===== src/hw/rtl/window_median_filter_macros.svh =====
// Assertion helpers for the window median filter.
// They sample on clk_i and are held off while rst_ni is low.
`ifndef WINDOW_MEDIAN_FILTER_MACROS_SVH
`define WINDOW_MEDIAN_FILTER_MACROS_SVH

`ifndef SYNTH

`define WMF_ASSERT(lbl, prop, msg) \
  lbl: assert property (@(posedge clk_i) disable iff (!rst_ni) (prop)) else $error(msg);

`define WMF_ASSERT_NEVER(lbl, prop, msg) \
  lbl: assert property (@(posedge clk_i) disable iff (!rst_ni) !(prop)) else $error(msg);

`else

`define WMF_ASSERT(lbl, prop, msg)

`define WMF_ASSERT_NEVER(lbl, prop, msg)

`endif

`endif


===== src/hw/rtl/wmf_pkg.sv =====
package wmf_pkg;

  localparam int RADIUS     = 3;
  localparam int DIAM       = 2 * RADIUS + 1;
  localparam int WIN        = DIAM * DIAM;
  localparam int MID        = WIN / 2;
  localparam int LINES      = DIAM - 1;
  localparam int MAX_WIDTH  = 1024;
  localparam int MAX_HEIGHT = 4096;

  localparam int PIX_W      = 8;
  localparam int CFG_W      = 13;
  localparam int CFG_IDX_W  = 1;
  localparam int WCFG_W     = 11;
  localparam int HCFG_W     = 13;
  localparam int COL_W      = $clog2(MAX_WIDTH);
  localparam int WUSE_W     = $clog2(MAX_WIDTH + 1);
  localparam int HUSE_W     = $clog2(MAX_HEIGHT + 1);
  localparam int ROW_W      = 13;
  localparam int CNT_W      = 22;
  localparam int AREA_W     = WUSE_W + HUSE_W;
  localparam int RANK_W     = $clog2(WIN);
  localparam int POP_W      = $clog2(WIN + 1);

  localparam int RESET_WIDTH  = 640;
  localparam int RESET_HEIGHT = 480;

  localparam logic [CFG_IDX_W-1:0] REG_IMAGE_WIDTH  = 1'b0;
  localparam logic [CFG_IDX_W-1:0] REG_IMAGE_HEIGHT = 1'b1;

  typedef logic [PIX_W-1:0] pix_t;
  typedef pix_t [WIN-1:0]   win_t;

  // state of one word as it walks down the bit-select chain
  typedef struct packed {
    logic              valid;
    logic              interior;
    logic              last;
    pix_t              center;
    logic [WIN-1:0]    mask;
    logic [RANK_W-1:0] rank;
    pix_t              med;
  } sel_t;

endpackage


===== src/hw/rtl/wmf_bit_cell.sv =====
// Decides one median bit, MSB first: counts candidates with a zero on top,
// keeps the half that holds the wanted rank, and shifts the values left.
module wmf_bit_cell (
  input  logic          clk_i,
  input  logic          rst_ni,
  input  logic          en_i,
  input  wmf_pkg::sel_t sel_i,
  input  wmf_pkg::win_t vals_i,
  output wmf_pkg::sel_t sel_o,
  output wmf_pkg::win_t vals_o
);

  logic [wmf_pkg::POP_W-1:0] zeros;
  logic                      one;
  wmf_pkg::sel_t             sel_d, sel_q;
  wmf_pkg::win_t             vals_d, vals_q;
  logic                      valid_q;

  always_comb begin
    zeros = '0;
    for (int i = 0; i < wmf_pkg::WIN; i++) begin
      zeros = zeros + wmf_pkg::POP_W'(sel_i.mask[i] & ~vals_i[i][wmf_pkg::PIX_W-1]);
    end
    one = !(wmf_pkg::POP_W'(sel_i.rank) < zeros);
    sel_d = sel_i;
    for (int i = 0; i < wmf_pkg::WIN; i++) begin
      sel_d.mask[i] = sel_i.mask[i] & (vals_i[i][wmf_pkg::PIX_W-1] == one);
      vals_d[i]     = {vals_i[i][wmf_pkg::PIX_W-2:0], 1'b0};
    end
    sel_d.rank = one ? (sel_i.rank - wmf_pkg::RANK_W'(zeros)) : sel_i.rank;
    sel_d.med  = {sel_i.med[wmf_pkg::PIX_W-2:0], one};
  end

  always_ff @(posedge clk_i or negedge rst_ni) begin
    if (!rst_ni) begin
      valid_q <= 1'b0;
    end else if (en_i) begin
      valid_q <= sel_i.valid;
    end
  end

  always_ff @(posedge clk_i) begin
    if (en_i) begin
      sel_q  <= sel_d;
      vals_q <= vals_d;
    end
  end

  always_comb begin
    sel_o       = sel_q;
    sel_o.valid = valid_q;
  end

  assign vals_o = vals_q;

endmodule


===== config.mk =====
export PLATFORM = sky130hd
export DESIGN_NAME = wmf_bit_cell
export DESIGN_NICKNAME = d
export VERILOG_FILES = /design/src/hw/rtl/window_median_filter_macros.svh /design/src/hw/rtl/wmf_pkg.sv /design/src/hw/rtl/wmf_bit_cell.sv
export SDC_FILE = /design/constraint.sdc
export NUM_CORES = 1
export LEC_CHECK = 0
export BUFFER_PORTS_ARGS = -buffer_cell sky130_fd_sc_hd__buf_2
export CAP_MARGIN = 15
export CORE_AREA = 2 2 365 367
export DETAILED_ROUTE_END_ITERATION = 8
export DIE_AREA = 0 0 367 369
export HOLD_SLACK_MARGIN = 0.02
export SYNTH_ARGS = -nofsm -noshare
export SYNTH_HDL_FRONTEND = slang
export SYNTH_SLANG_ARGS = --single-unit
export TNS_END_PERCENT = 30

===== constraint.sdc =====
create_clock -name clk_i -period 0.8 [get_ports clk_i]
set_input_delay 0.04 -clock clk_i [delete_from_list [all_inputs] [get_ports clk_i]]
set_output_delay 0.04 -clock clk_i [all_outputs]
set_load 0.05 [all_outputs]

==> flow_summary.toml <==
[finish]
multi_input_area_um2 = 2800
area_growth_pct = 104
num-fill-cells = 13800
layout-drive-gt1-share_pct = 48.3
fin_nets = 2785
seq_area_um2 = 12500
final_cells = 4098

[sta]
fin_skew_ps = 0
hold_violations = 1
fmax_ghz = 0.160
drv_slew = 0
fin_crit_sh_pct = 779
worst_slack_ps = -5440
finalSetupViolations = 511
tns_ps = -497780
period_needed_ps = 6240
grt_setup_unrepaired = "true"
whs_ps = -180

[die]
die_h_um = 369
design.core.area_um2 = 131000
start_util_pct = 11.9
die_area_um2 = 135000
num_rows = 133
ios = 935
die_width_um = 367

[worst_setup_path]
cp-start-kind = "input port"
critPathSlowestCell = "fa_1"
cp-end-kind = "register"
worstPathRequired_ps = 1160
cpMostUsedCell = "fa_1"
crit_chain = "buf_6, nand2b_4, fa_1, inv_1, fa_1, inv_2, fa_1, fa_2, fa_1, fa_1, inv_1, fa_1, fa_2, fa_2, a21o_1, a21oi_2, xor2_1, ha_1, nand2_2, a211oi_4, a211o_4, buf_12, mux2_4"
crit_fanout = 23
cp.arrival_ps = 6600
criticalPathCategory = "in -> reg"
slowest_delay_ps = 600

[clock_tree]
cts_hold_buf = 478
cts_max_level = 2
cts_root_buf = "clkbuf_16"
cts_made_buffers = 54
clk_latency_ps = 630
cts_tree = "done"
clk_pin_slew_worst_paths_ps = 60
cts.sinks = 417
clk_path_buf_depth = 3

[synth]
yosys_warnings = 0
synth_area_per_cell_um2 = 20.4
syn-cell-area_um2 = 15600
syn-instance-count = 765
ys.flop_type = "edfxtp_1"
netlist.area_leader.share_pct = 80.2
synth_edf_count = 416
yosysMostFrequentCell = "edfxtp_1"
synth_area_leader_cell = "edfxtp_1"
synth_top_cells_by_area = "edfxtp_1 80%, fa_1 5.3%, buf_4 2.5%, mux2_4 2.0%, mux2i_1 1.9%"
seq_area_frac_synth_pct = 80.3
synthDistinctLibCells = 30
ys_ff_latch = 417
async_flop_share_pct = 0.240
synthTopCellsByCount = "416 x edfxtp_1, 52 x buf_4, 46 x inv_1"

[power_and_ir_drop]
p_seq_share_pct = 28.6
power_leakage_nw = 13.3
switching_power_mw = 38.5
switching_share_pct = 37.9
p_total_mw = 102
power_frac_clock_pct = 24.5
combPwrFrac_pct = 46.9
ir_drop_uv = 3730
power.density_nw_per_um2 = 3200
intPower_mw = 63.1

[global_routing]
grt_max_degree = 28
grt_first_pass_wirelength_um = 117000
antenna_found_initial = 84
grt.overflow.total = 0
grtUsageTotal_pct = 12.8
grt_pass1_vias = 13800

[placement]
portBuffers = 884
dp.cells = 3477
gp_congestion = 0.830
pre_cts_ws_ps = -6150
dp_hpwl_um = 73900

[run]
drv_cap = 0

[status]
violations = "hold timing, setup timing"
status = "finished with violations"

[routing]
antenna_left = 0
dr.pass1.iters = 4
wl_per_cell_um = 22.1
routed_wirelength_um = 90400
via_count = 12900
drc = 0
via_per_inst = 3.14
drt_iter0_drc = 526

[hold_path]
min-delay-path-class = "in -> reg"
logic make-up (layout without fill, tap and decap cells):
family                     after synthesis  after routing  synth area share, %
adders and majority gates               56             56                 6.47
other                                    1             86               0.0241
muxes                                   56             56                 4.32
AOI/OAI and AO/OA                       16             16                0.691
DFF                                    417            417                 80.3
xor gates and xnor gates                 6              6                0.337
buffers and inverters                  102           1595                 3.90
and+or+nand+nor                        111            111                 3.92
cell type report:
cell class	instances	share of cell area, %
Multi-Input combinational cell	294	8.82
Timing Repair Buffer	1447	38.3
Tap cell	1755	6.93
Inverter	46	0.545
Clock inverter	40	1.25
Clock buffer	62	4.42
Antenna cell	37	0.292
Sequential cell	417	39.5
critical path: cells and delay by family:
kind,cells,cell delay (ps)
adder cells (fa/ha/maj),10,4620
buffers and inverters,5,410
AO/OA/AOI/OAI,4,720
multiplexers,1,310
XOR/XNOR,1,200
AND/OR/NAND/NOR,2,260
path summary, 6_finish.rpt:
check / startpoint / to / slack, ps / cells past startpoint
worst max register to register: valid_q$_DFFE_PN0P_ / valid_q$_DFFE_PN0P_ / 10 / 1
worst max-delay path: vals_i[335] / sel_o[42]$_DFFE_PP_ / -5440 / 23
worst min register to register: valid_q$_DFFE_PN0P_ / valid_q$_DFFE_PN0P_ / 580 / 1
min in group asynchronous: rst_ni / valid_q$_DFFE_PN0P_ / 290 / 3
worst min-delay path: vals_i[311] / sel_o[52]$_DFFE_PP_ / -180 / 3
max in group asynchronous: rst_ni / valid_q$_DFFE_PN0P_ / 410 / 3
layout by cell type, fill, tap and decap left out, types with 20 or more instances in the layout:
cell type,instances
fa_1,37
and2_1,23
diode_2,37
clkbuf_16,55
mux2_4,21
nand2b_1,20
edfxtp_1,416
buf_6,184
nand2_1,27
inv_1,44
buf_4,63
buf_12,79
mux2i_1,29
conb_1,49
dlygate4sd3_1,476
buf_2,642
power by group through the flow:
stage | clock network (mW) | logic [mW] | registers [mW]
floorplan | 0 | 20.3 | 38.9
finish | 24.9 | 47.7 | 29.1
global route | 26.6 | 48.3 | 29.1
CTS | 25.9 | 50.0 | 29.2
global placement | 0 | 44.1 | 29.5
detailed placement | 0 | 44.3 | 29.4
routing by layer:
layer / up-vias / global-route usage (%) / wire [um]
li1: 5780 / - / -
met1: 6206 / 14.4 / 34600
met2: 616 / 20.6 / 42300
met3: 194 / 5.90 / 9200
met4: 72 / 5.56 / 3830
met5: - / 0 / 459
timing repair:
action	in CTS	in global routing
pin swaps	7	4
hold endpoints to repair	476	77
buffers inserted	6	2
gates resized for setup	213	257
setup endpoints to repair	473	798
per-stage QoR:
| stage | area (um2) | util [%] |
|---|---|---|
| 2_1_floorplan | 15800 | - |
| 3_3_place_gp | 23800 | 18.1 |
| 3_5_place_dp | 23800 | 18.1 |
| 4_1_cts | 31100 | 23.7 |
| 5_1_grt | 31700 | 24.2 |
| 6_report | 31700 | 24.2 |
sequential cells by signal, summed over array words and instances, names as in the netlist:
| name | flops |
|---|---|
| valid_q | 1 |
| vals_o | 343 |
| sel_o | 73 |
Note: power is estimated with default switching activity, not from simulation.
